--- config.mk ---
export PLATFORM = sky130hd
export DESIGN_NAME = move_to_front_list_top_flat
export DESIGN_NICKNAME = d
export VERILOG_FILES = /design/src/rtl/core/mtf_pkg.sv /design/src/rtl/core/mtf_if.sv /design/src/rtl/core/mtf_cell.sv /design/src/rtl/core/move_to_front_list_top.sv /design/src/flat_wrapper.sv
export SDC_FILE = /design/constraint.sdc
export NUM_CORES = 2
export LEC_CHECK = 0
export BUFFER_PORTS_ARGS = -buffer_cell sky130_fd_sc_hd__buf_2
export CORE_MARGIN = 2
export CORE_UTILIZATION = 55
export DETAILED_ROUTE_END_ITERATION = 8
export GPL_TIMING_DRIVEN = 0
export PLACE_DENSITY = 0.74
export SYNTH_ARGS = -nofsm -noshare
export SYNTH_HDL_FRONTEND = slang
export SYNTH_SLANG_ARGS = --single-unit
export TNS_END_PERCENT = 10
--- constraint.sdc ---
create_clock -name clk -period 5.2 [get_ports clk]
set_input_delay 0.52 -clock clk [delete_from_list [all_inputs] [get_ports clk]]
set_output_delay 0.52 -clock clk [all_outputs]
set_load 0.03 [all_outputs]
--- src/rtl/core/mtf_pkg.sv ---
// ----------------------------------------------------------------------------
// Move-to-front list package
// Shared widths, opcodes and the cell control record.
// ----------------------------------------------------------------------------
package mtf_pkg;

  localparam int MTF_DEPTH = 16;
  localparam int OPC_W     = 2;
  localparam int VAL_W     = 32;
  localparam int IDX_W     = 4;
  localparam int POS_W     = 4;
  localparam int LCNT_W    = 5;

  typedef enum logic [OPC_W-1:0] {
    OP_APPEND = 2'd0,
    OP_LOOKUP = 2'd1,
    OP_READ   = 2'd2,
    OP_NOP    = 2'd3
  } opcode_t;

  typedef struct packed {
    logic live;   // position holds a valid entry
    logic shift;  // take the neighbour's value
    logic load;   // take the key (append at tail)
  } mtf_cell_ctrl_t;

endpackage

--- src/rtl/core/mtf_if.sv ---
// ----------------------------------------------------------------------------
// Move-to-front list channels
// Valid/ready interfaces for the request and result streams.
// ----------------------------------------------------------------------------
interface mtf_in_if import mtf_pkg::*; ();
  logic                    valid;
  logic                    ready;
  logic [OPC_W-1:0]        opcode;
  logic signed [VAL_W-1:0] value;
  logic [IDX_W-1:0]        index;

  modport source (output valid, output opcode, output value, output index, input ready);
  modport sink   (input valid, input opcode, input value, input index, output ready);
endinterface

interface mtf_out_if import mtf_pkg::*; ();
  logic                    valid;
  logic                    ready;
  logic                    hit;
  logic [POS_W-1:0]        position;
  logic signed [VAL_W-1:0] read_value;
  logic [LCNT_W-1:0]       list_count;
  logic                    dropped;

  modport source (output valid, output hit, output position, output read_value,
                  output list_count, output dropped, input ready);
  modport sink   (input valid, input hit, input position, input read_value,
                  input list_count, input dropped, output ready);
endinterface

--- src/rtl/core/mtf_cell.sv ---
// ----------------------------------------------------------------------------
// Move-to-front list cell
// Holds one entry, compares it with the key and shifts from its neighbour.
// ----------------------------------------------------------------------------
module mtf_cell import mtf_pkg::*; (
  input  logic                    clk,
  input  mtf_cell_ctrl_t          ctrl,
  input  logic signed [VAL_W-1:0] key,
  input  logic signed [VAL_W-1:0] prev_value,
  output logic signed [VAL_W-1:0] value,
  output logic                    match
);

  logic signed [VAL_W-1:0] value_r;
  logic signed [VAL_W-1:0] value_nxt;

  always_comb begin
    value_nxt = value_r;
    if (ctrl.shift) begin
      value_nxt = prev_value;
    end else if (ctrl.load) begin
      value_nxt = key;
    end
  end

  always_ff @(posedge clk) begin
    value_r <= value_nxt;
  end

  assign value = value_r;
  assign match = ctrl.live && (value_r == key);

endmodule

--- src/rtl/core/move_to_front_list_top.sv ---
// Latency: a result is valid in the cycle after its request transfer.
// Throughput: one request per cycle unless stalled; all cells compare at once.
// A new request is taken while the result register drains (out ready high).
// Reset: entry count and result valid cleared; entry values are undefined
// until written and need no clearing pass.
// ----------------------------------------------------------------------------
// Move-to-front list top level
// Row of entry cells with a fill count, lookup priority and result register.
// ----------------------------------------------------------------------------
module move_to_front_list_top import mtf_pkg::*; #(
  parameter int DEPTH = MTF_DEPTH
) (
  input  logic        clk,
  input  logic        rst_n,
  mtf_in_if.sink      in_ch,
  mtf_out_if.source   out_ch
);

  localparam int CNT_W = $clog2(DEPTH + 1);
  localparam int RD_N  = (DEPTH < (1 << IDX_W)) ? DEPTH : (1 << IDX_W);

  logic [CNT_W-1:0]        count_r;
  logic [CNT_W-1:0]        count_nxt;
  logic                    out_valid_r;
  logic                    hit_r;
  logic [POS_W-1:0]        pos_r;
  logic signed [VAL_W-1:0] rd_r;
  logic [LCNT_W-1:0]       lcnt_r;
  logic                    drop_r;

  logic                    accept;
  logic                    is_append;
  logic                    is_lookup;
  logic                    is_read;
  logic                    full;
  logic                    any_match;
  logic                    rd_hit;
  logic signed [VAL_W-1:0] rd_val;
  logic [POS_W-1:0]        first_pos;

  logic signed [VAL_W-1:0] cell_val   [DEPTH];
  logic [DEPTH-1:0]        match_v;
  logic [DEPTH-1:0]        seen_v;
  mtf_cell_ctrl_t          cell_ctrl  [DEPTH];

  assign in_ch.ready = !out_valid_r || out_ch.ready;
  assign accept      = in_ch.valid && in_ch.ready;

  assign is_append = (in_ch.opcode == OP_APPEND);
  assign is_lookup = (in_ch.opcode == OP_LOOKUP);
  assign is_read   = (in_ch.opcode == OP_READ);
  assign full      = (count_r == CNT_W'(DEPTH));
  assign any_match = |match_v;

  genvar g;
  generate
    for (g = 0; g < DEPTH; g++) begin : g_cell
      if (g == 0) begin : g_head
        assign seen_v[g] = 1'b0;
        mtf_cell u_cell (
          .clk        (clk),
          .ctrl       (cell_ctrl[g]),
          .key        (in_ch.value),
          .prev_value (in_ch.value),
          .value      (cell_val[g]),
          .match      (match_v[g])
        );
      end else begin : g_body
        assign seen_v[g] = |match_v[g-1:0];
        mtf_cell u_cell (
          .clk        (clk),
          .ctrl       (cell_ctrl[g]),
          .key        (in_ch.value),
          .prev_value (cell_val[g-1]),
          .value      (cell_val[g]),
          .match      (match_v[g])
        );
      end

      assign cell_ctrl[g].live  = (CNT_W'(g) < count_r);
      assign cell_ctrl[g].shift = accept && is_lookup && any_match && !seen_v[g];
      assign cell_ctrl[g].load  = accept && is_append && (count_r == CNT_W'(g));
    end
  endgenerate

  always_comb begin
    first_pos = '0;
    for (int i = 0; i < DEPTH; i++) begin
      if (match_v[i] && !seen_v[i]) begin
        first_pos = first_pos | POS_W'(i);
      end
    end
  end

  always_comb begin
    rd_hit = 1'b0;
    rd_val = '0;
    for (int i = 0; i < RD_N; i++) begin
      if ((in_ch.index == IDX_W'(i)) && cell_ctrl[i].live) begin
        rd_hit = 1'b1;
        rd_val = cell_val[i];
      end
    end
  end

  always_comb begin
    count_nxt = count_r;
    if (accept && is_append && !full) begin
      count_nxt = count_r + CNT_W'(1);
    end
  end

  always_ff @(posedge clk) begin
    if (!rst_n) begin
      count_r     <= '0;
      out_valid_r <= 1'b0;
    end else begin
      count_r <= count_nxt;
      if (accept) begin
        out_valid_r <= 1'b1;
      end else if (out_ch.ready) begin
        out_valid_r <= 1'b0;
      end
    end
  end

  always_ff @(posedge clk) begin
    if (accept) begin
      hit_r  <= (is_lookup && any_match) || (is_read && rd_hit);
      pos_r  <= (is_lookup && any_match) ? first_pos : '0;
      rd_r   <= (is_read && rd_hit) ? rd_val : '0;
      lcnt_r <= LCNT_W'(count_nxt);
      drop_r <= is_append && full;
    end
  end

  assign out_ch.valid      = out_valid_r;
  assign out_ch.hit        = hit_r;
  assign out_ch.position   = pos_r;
  assign out_ch.read_value = rd_r;
  assign out_ch.list_count = lcnt_r;
  assign out_ch.dropped    = drop_r;

endmodule

--- src/flat_wrapper.sv ---
// flat-port wrapper written by rule: the top's interface ports become plain ports
module move_to_front_list_top_flat import mtf_pkg::*;
#(
  parameter int DEPTH = MTF_DEPTH
)
  (clk, rst_n, in_ch_valid, in_ch_opcode, in_ch_value, in_ch_index, in_ch_ready, out_ch_valid, out_ch_hit, out_ch_position, out_ch_read_value, out_ch_list_count, out_ch_dropped, out_ch_ready);
  mtf_in_if in_ch_i ();
  mtf_out_if out_ch_i ();
  input  logic clk;
  input  logic rst_n;
  input wire logic [$bits(in_ch_i.valid)-1:0] in_ch_valid;
  input wire logic [$bits(in_ch_i.opcode)-1:0] in_ch_opcode;
  input wire logic [$bits(in_ch_i.value)-1:0] in_ch_value;
  input wire logic [$bits(in_ch_i.index)-1:0] in_ch_index;
  output wire logic [$bits(in_ch_i.ready)-1:0] in_ch_ready;
  output wire logic [$bits(out_ch_i.valid)-1:0] out_ch_valid;
  output wire logic [$bits(out_ch_i.hit)-1:0] out_ch_hit;
  output wire logic [$bits(out_ch_i.position)-1:0] out_ch_position;
  output wire logic [$bits(out_ch_i.read_value)-1:0] out_ch_read_value;
  output wire logic [$bits(out_ch_i.list_count)-1:0] out_ch_list_count;
  output wire logic [$bits(out_ch_i.dropped)-1:0] out_ch_dropped;
  input wire logic [$bits(out_ch_i.ready)-1:0] out_ch_ready;
  assign in_ch_i.valid = in_ch_valid;
  assign in_ch_i.opcode = in_ch_opcode;
  assign in_ch_i.value = in_ch_value;
  assign in_ch_i.index = in_ch_index;
  assign in_ch_ready = in_ch_i.ready;
  assign out_ch_valid = out_ch_i.valid;
  assign out_ch_hit = out_ch_i.hit;
  assign out_ch_position = out_ch_i.position;
  assign out_ch_read_value = out_ch_i.read_value;
  assign out_ch_list_count = out_ch_i.list_count;
  assign out_ch_dropped = out_ch_i.dropped;
  assign out_ch_i.ready = out_ch_ready;
  move_to_front_list_top #(.DEPTH(DEPTH)) u_core (.clk(clk), .rst_n(rst_n), .in_ch(in_ch_i), .out_ch(out_ch_i));
endmodule
== Yosys cells after proc, flatten, opt, wreduce, memory -nomap -nowiden ==
Cells that the tools add are included.
Storage, ports and cells
  bits of input ports: 42
  register bits: 561
  output and inout bits: 45
Cells by class
  eq/ne operators: 49
  reductions and logical operators: 140
  $lt $le $gt $ge: 16
  $add $sub $neg: 1
  mux-type cells: 82
Operator list (number)
  $mux 32: 48
  $eq 32x32->1: 16
  $logic_and 1x1->1: 86
  $eq 5x4->1 const B: 8
  $lt 4x5->1 const A: 8
  $reduce_bool 2->1: 17
  $eq 4x4->1 const B: 8
  $mux 4: 8
  $eq 5x3->1 const B: 4
  $lt 3x5->1 const A: 4
  $mux 1: 19
  $logic_not 1->1: 17
  $eq 4x3->1 const B: 4
  $reduce_or 16->1: 1
  $reduce_or 15->1: 1
  $reduce_or 14->1: 1
  $reduce_or 13->1: 1
  $mux 3: 4
  $reduce_or 12->1: 1
  $reduce_or 11->1: 1
  $eq 5x2->1 const B: 2
  $lt 1x5->1 const A: 2
  $lt 2x5->1 const A: 2
  $reduce_or 10->1: 1
  21 further kinds: 24

== Longest topological paths before layout ==
  depth in word-level cells: 20
  gate-level depth with buffers: 14

== Cells and area by module ==
From an unflattened synthesis, not the netlist that was laid out.
Second synthesis, totals
  cell total of the unflattened synthesis: 2711
  area, all modules: 33952.6 sq um
By module, submodules not included
  mtf_cell: times used 16, sequential area each 960.9 sq um, area each 1702.9 sq um, cells an instance 113
  move_to_front_list_top: times used 1, sequential area each 1411.4 sq um, area each 6706.4 sq um, cells an instance 903

== Worst setup path after synthesis ==
OpenSTA, ideal clock, no wires.
  path type: input to register
  start point: input port in_ch_value[8]
  end point: register u_core.g_cell[10].g_body.u_cell.value_r[0], enable pin
  slack: 0.607 ns
  required time: 4.734 ns
  arrival: 4.127 ns
  buffers on the path: 6
  stages on the path: 14
  cells stage by stage: clkbuf_1 -> buf_4 -> buf_2 -> xnor2_1 -> nand4_1 -> nor4_1 -> nand3_1 -> and4_1 -> and2_4 -> buf_6 -> or4_4 -> buf_6 -> buf_8 -> o21ai_0
Between the ends
  cells in the longest elaborated chain, start to end: 6
  elaborated cells between the ends (all ways): 38
  those cells by class: eq/ne (16); reduce/logical (22)
Ends and longest elaborated chain
  start, declared: RTL line flat_wrapper.sv:13  | input wire logic [$bits(in_ch_i.value)-1:0] in_ch_value;
  $eq 32x32->1: RTL line mtf_cell.sv:31  | assign match = ctrl.live && (value_r == key);
  $logic_and 1x1->1: RTL line mtf_cell.sv:31
  $reduce_or 16->1 or $reduce_or 10->1 (tied branches): RTL line move_to_front_list_top.sv:53, move_to_front_list_top.sv:69
  $logic_and 1x1->1 or $logic_not 1->1 (tied branches): RTL line move_to_front_list_top.sv:81  | assign cell_ctrl[g].shift = accept && is_lookup && any_match && !seen_v[g];
  $logic_and 1x1->1 *: RTL line move_to_front_list_top.sv:81
  $reduce_bool 2->1 (no source line) *
  end signal, assigned: RTL line mtf_cell.sv:27  | value_r <= value_nxt;
  end, declared: RTL line mtf_cell.sv:14  | logic signed [VAL_W-1:0] value_r;
Mark *: on every way between the ends. The rest lies on a longest branch, timed or not.
A chain may end at the register's enable or synchronous reset.

== Final worst setup path ==
  start point: input port in_ch_value[20]
  end point: register u_core.g_cell[5].g_body.u_cell.value_r[3], enable pin
Between the ends
  cells in the longest elaborated chain, start to end: 6
  elaborated cells between the ends (all ways): 38
  those cells by class: eq/ne (16); reduce/logical (22)
Ends and longest elaborated chain (RTL line)
  $eq 32x32->1: mtf_cell.sv:31
  $logic_and 1x1->1: mtf_cell.sv:31
  $reduce_or 16->1 or $reduce_or 5->1 (tied branches): move_to_front_list_top.sv:53, move_to_front_list_top.sv:69
  $logic_and 1x1->1 or $logic_not 1->1 (tied branches): move_to_front_list_top.sv:81
  $logic_and 1x1->1 *: move_to_front_list_top.sv:81
  $reduce_bool 2->1 (no source line) *
  end signal, assigned: mtf_cell.sv:27
  end, declared: mtf_cell.sv:14
Marks and branches as above.

==> metrics.md <==
| Metric | Value |
|---|---|
| Clock share of power | 0.441 |
| Failing checks | capacitance limit, slew limit, setup timing |
| Total core area | 60600 um^2 |
| Count of cell types in the netlist | 77 |
| Cell taking the most area after synthesis | edfxtp_1 |
| Worst Path Max Fanout | 32 |
| Post-Synthesis Net Count | 2746 |
| CP Data Required Time | 5.45 ns |
| Max clock buf depth | 3 |
| Worst Skew | 0.0222 ns |
| Critical Path Source | in_ch_value[20] |
| HP Class | in -> reg |
| Synth top area share | 0.492 |
| Total power | 10.8 mW |
| I/O pins | 87 |
| CTS Buf Count | 66 |
| Vias in the first global route | 25000 |
| Postcts setup bufs | 0 |
| Switching share of total power | 0.250 |
| Die Y | 252 um |
| Seq/Total Area, Yosys | 0.496 |
| PwrDens | 283 nW/um^2 |
| Post-synth EDFFs | 555 |
| WL/cell | 40.2 um |
| Async set-reset flop share out of synthesis | 0 |
| P_leak | 12.1 nW |
| Reg clk slew, reported paths | 0.06 ns |
| Worst-margin pin slew | 1.53 ns |
| Main synth FF type | edfxtp_1 |
| Max-cap violations | 1 |
| GR Util met3 | 0.190 |
| First-pass GRT wire length | 200000 um |
| Largest net degree at the start of global routing | 39 |
| FMAX | 183 MHz |
| CP arrival | 5.72 ns |
| DP Worst Slack | -1.46 ns |
| Critical path class | in -> reg |
| Worst path max stage delay | 1.17 ns |
| Drt initial violations | 5457 |
| Final setup fails | 289 |
| Detailed Place HPWL | 119000 um |
| Mapped cell area | 33900 um^2 |
| Antenna violations before repair | 4 |
| Total Wirelength | 149000 um |
| CP bufs+invs | 6 |
| Combinational share of power | 0.093 |
| Clk root buf | clkbuf_16 |
| Layout net count | 2916 |
| Standard-cell rows | 90 |
| Starting density of the core | 0.559 |
| TritonRoute pass-1 iters | 9 |
| Syn_area_per_cell | 12.5 um^2 |
| Sequential fraction of design power | 0.466 |
| Post-route DRC violation count | 0 |
| CTS tree | done |
| Hold Violations, Final | 0 |
| Synth area leaders | edfxtp_1, mux2_2, xnor2_1 |
| Switching Power | 2.69 mW |
| Busiest grt layer | met2 |
| Flops & latches, synth | 561 |
| Post-route minimum period | 5.48 ns |
| Kind of start point of the critical path | input pin |
| GRT overflow | 0 |
| Worst-Skew Late Latency | 0.63 ns |
| Port Buffers | 85 |
| Die width | 252 um |
| RSZ-0062 raised after global routing | false |
| Routability Congestion | 1.09 |
| GR Util met1 | 0.603 |
| TritonCTS Sinks | 561 |
| Delay-heaviest family, CP | simple AND/OR/NAND/NOR gates |
| CP Cell Sequence | buf_2 > clkbuf_1 > buf_6 > buf_6 > xnor2_1 > nand4_1 > nor4_1 > nand3_1 > and4_1 > a311oi_4 > and2_1 > buf_2 > buf_2 > a31o_4 |
| Final ANT Viol Nets | 0 |
| Outcome | finished, violations left |
| Vias/cell | 7.28 |
| Worst flop-to-flop path startpoint | u_core.g_cell[8].g_body.u_cell.value[28] |
| Crit end category | flip-flop |
| Hold Crit Start | in_ch_value[28] |
| Critical-path top delay cell | nor4_1 |
| Syn-to-layout area delta | 12.4% |
| Worst VDD drop | 0.277 mV |
| Most frequent cells in the layout | edfxtp_1, xnor2_1, mux2_2, buf_2, clkbuf_1 |
| Met2 Use GR | 0.672 |
| Yosys warns | 0 |
| Final Util | 0.628 |
| Setup WS post-layout | -0.279 ns |
| Period utilization | 1.05 |
| Vias post-DR | 26900 |
| Internal power | 8.07 mW |
| CTS Hold Bufs | 0 |
| Die area | 63500 um^2 |
| H-Tree Depth | 3 |
| Slew margin rel. | -0.0207 |
| GR Util All Layers | 0.460 |
| Most common cell after layout, fill and taps aside | edfxtp_1 |
| CP most frequent cell | buf_2 |
| Layout cells sized above 1 | 0.292 |
| Syn Inst Count | 2701 |
| Max Slew Vio Count | 11 |
-- registers in the layout (all words and copies together), names as in the netlist --
| name | flops |
|---|---|
| u_core.out_ch.read_value | 32 |
| u_core.out_ch.list_count | 5 |
| u_core.out_ch.hit | 1 |
| u_core.count_r | 5 |
| u_core.out_ch.position | 4 |
| u_core.out_ch.dropped | 1 |
| u_core.out_ch.valid | 1 |
| u_core.g_cell.g_head.u_cell.value | 32 |
| u_core.g_cell.g_body.u_cell.value | 480 |
-- Yosys cell counts (4+ instances only) --
cell       number
nand3_1        58
a21boi_0        7
or3_1          32
a222oi_1       33
a211oi_1       28
dfxtp_1         6
o21ai_0        13
buf_6          25
edfxtp_1      555
o221a_2        19
nor2_1         90
buf_2          70
buf_1          10
xnor2_1       446
nand4_1       122
a22oi_1        24
o22ai_1        41
clkbuf_1      135
nor4_1         40
nor3_1         36
a2111oi_0       7
and3_1          8
a221o_1         4
o31ai_1         4
a21oi_1        42
and2_1         11
a211o_1         8
nand2_1        78
buf_4          19
nand2b_1        8
or4_1           4
mux2_1          9
a221oi_1       61
a31oi_1         4
inv_1          11
o221ai_1       25
mux2_4         29
xor2_1         70
mux2_2        443
-- power by group through the flow --
stage | clock network [mW] | registers (mW) | logic (mW)
2_1_floorplan | 0 | 5.13 | 0.535
3_3_place_gp | 0 | 5.11 | 0.919
3_5_place_dp | 0 | 5.10 | 0.943
4_1_cts | 4.71 | 5.01 | 0.949
5_1_grt | 4.88 | 5.01 | 1.01
6_report | 4.74 | 5.01 | 1.00
-- cells by family (layout without fill, tap and decap cells) --
family,Yosys count,after routing,share of synthesized area
XOR/XNOR,516,516,0.134
flip-flops,561,561,0.496
buffers and inverters,273,492,0.0418
other,0,1,0
AO/OA/AOI/OAI,351,351,0.0821
AND/OR/NAND/NOR,516,516,0.0824
adder cells (fa/ha/maj),3,3,0.00111
multiplexers,481,481,0.163
-- worst register-to-register path: stages (launching register included) --
cell,delay (ns)
edfxtp_1,0.46
xnor2_1,0.67
nand4_1,0.50
nor4_1,0.80
nand3_1,0.22
and4_1,0.31
a311oi_4,0.67
and2_1,0.22
buf_2,0.22
buf_2,0.34
a31o_4,0.52
-- what timing repair did --
item | in CTS | in global routing
resized for setup | 14 | 14
endpoints found under the hold margin | 0 | 0
setup endpoints to repair | 317 | 272
-- area by class of cell --
| cell class | count | area, um^2 |
|---|---|---|
| fillers | 4796 | 22500 |
| flip-flops and latches | 561 | 16800 |
| multi-input cells | 1867 | 16000 |
| clock buffers | 80 | 1730 |
| plain buffers | 261 | 1370 |
| well taps | 782 | 978 |
| repair buffers | 103 | 734 |
| clock inverters | 37 | 395 |
| inverters | 11 | 41.3 |
| diodes | 1 | 2.50 |
-- worst paths after layout --
| check | slack [ns] | cells after the start | endpoint |
|---|---|---|---|
| setup / recovery | -0.28 | 14 | u_core.g_cell[5].g_body.u_cell.value[3] |
| hold / removal | 0.09 | 1 | u_core.g_cell[0].g_head.u_cell.value[28] |
| setup reg to reg | -0.12 | 10 | u_core.g_cell[5].g_body.u_cell.value[3] |
| hold reg to reg | 0.54 | 2 | u_core.out_ch.valid |
-- layer usage --
layer | part of all wire | up-vias
li1 | - | 10700
met1 | 0.37 | 13500
met2 | 0.42 | 2374
met3 | 0.16 | 355
met4 | 0.054 | 2
met5 | 0.000087 | -
-- per-stage QoR --
| stage | TNS [ns] | hold WS [ns] | std cells | cell area, um^2 |
|---|---|---|---|---|
| CTS | 0 | 0.0750 | 3702 | 37900 |
| floorplan | 0 | 0.582 | 2701 | 33900 |
| detailed placement | -534.93 | 0.528 | 3586 | 35700 |
| global placement | -971.27 | 0.510 | 3568 | 35300 |
| global route | 0 | 0.0777 | 3702 | 38000 |
| finish | -31.74 | 0.0915 | 3703 | 38000 |
Power figures use the tool's default switching activity.
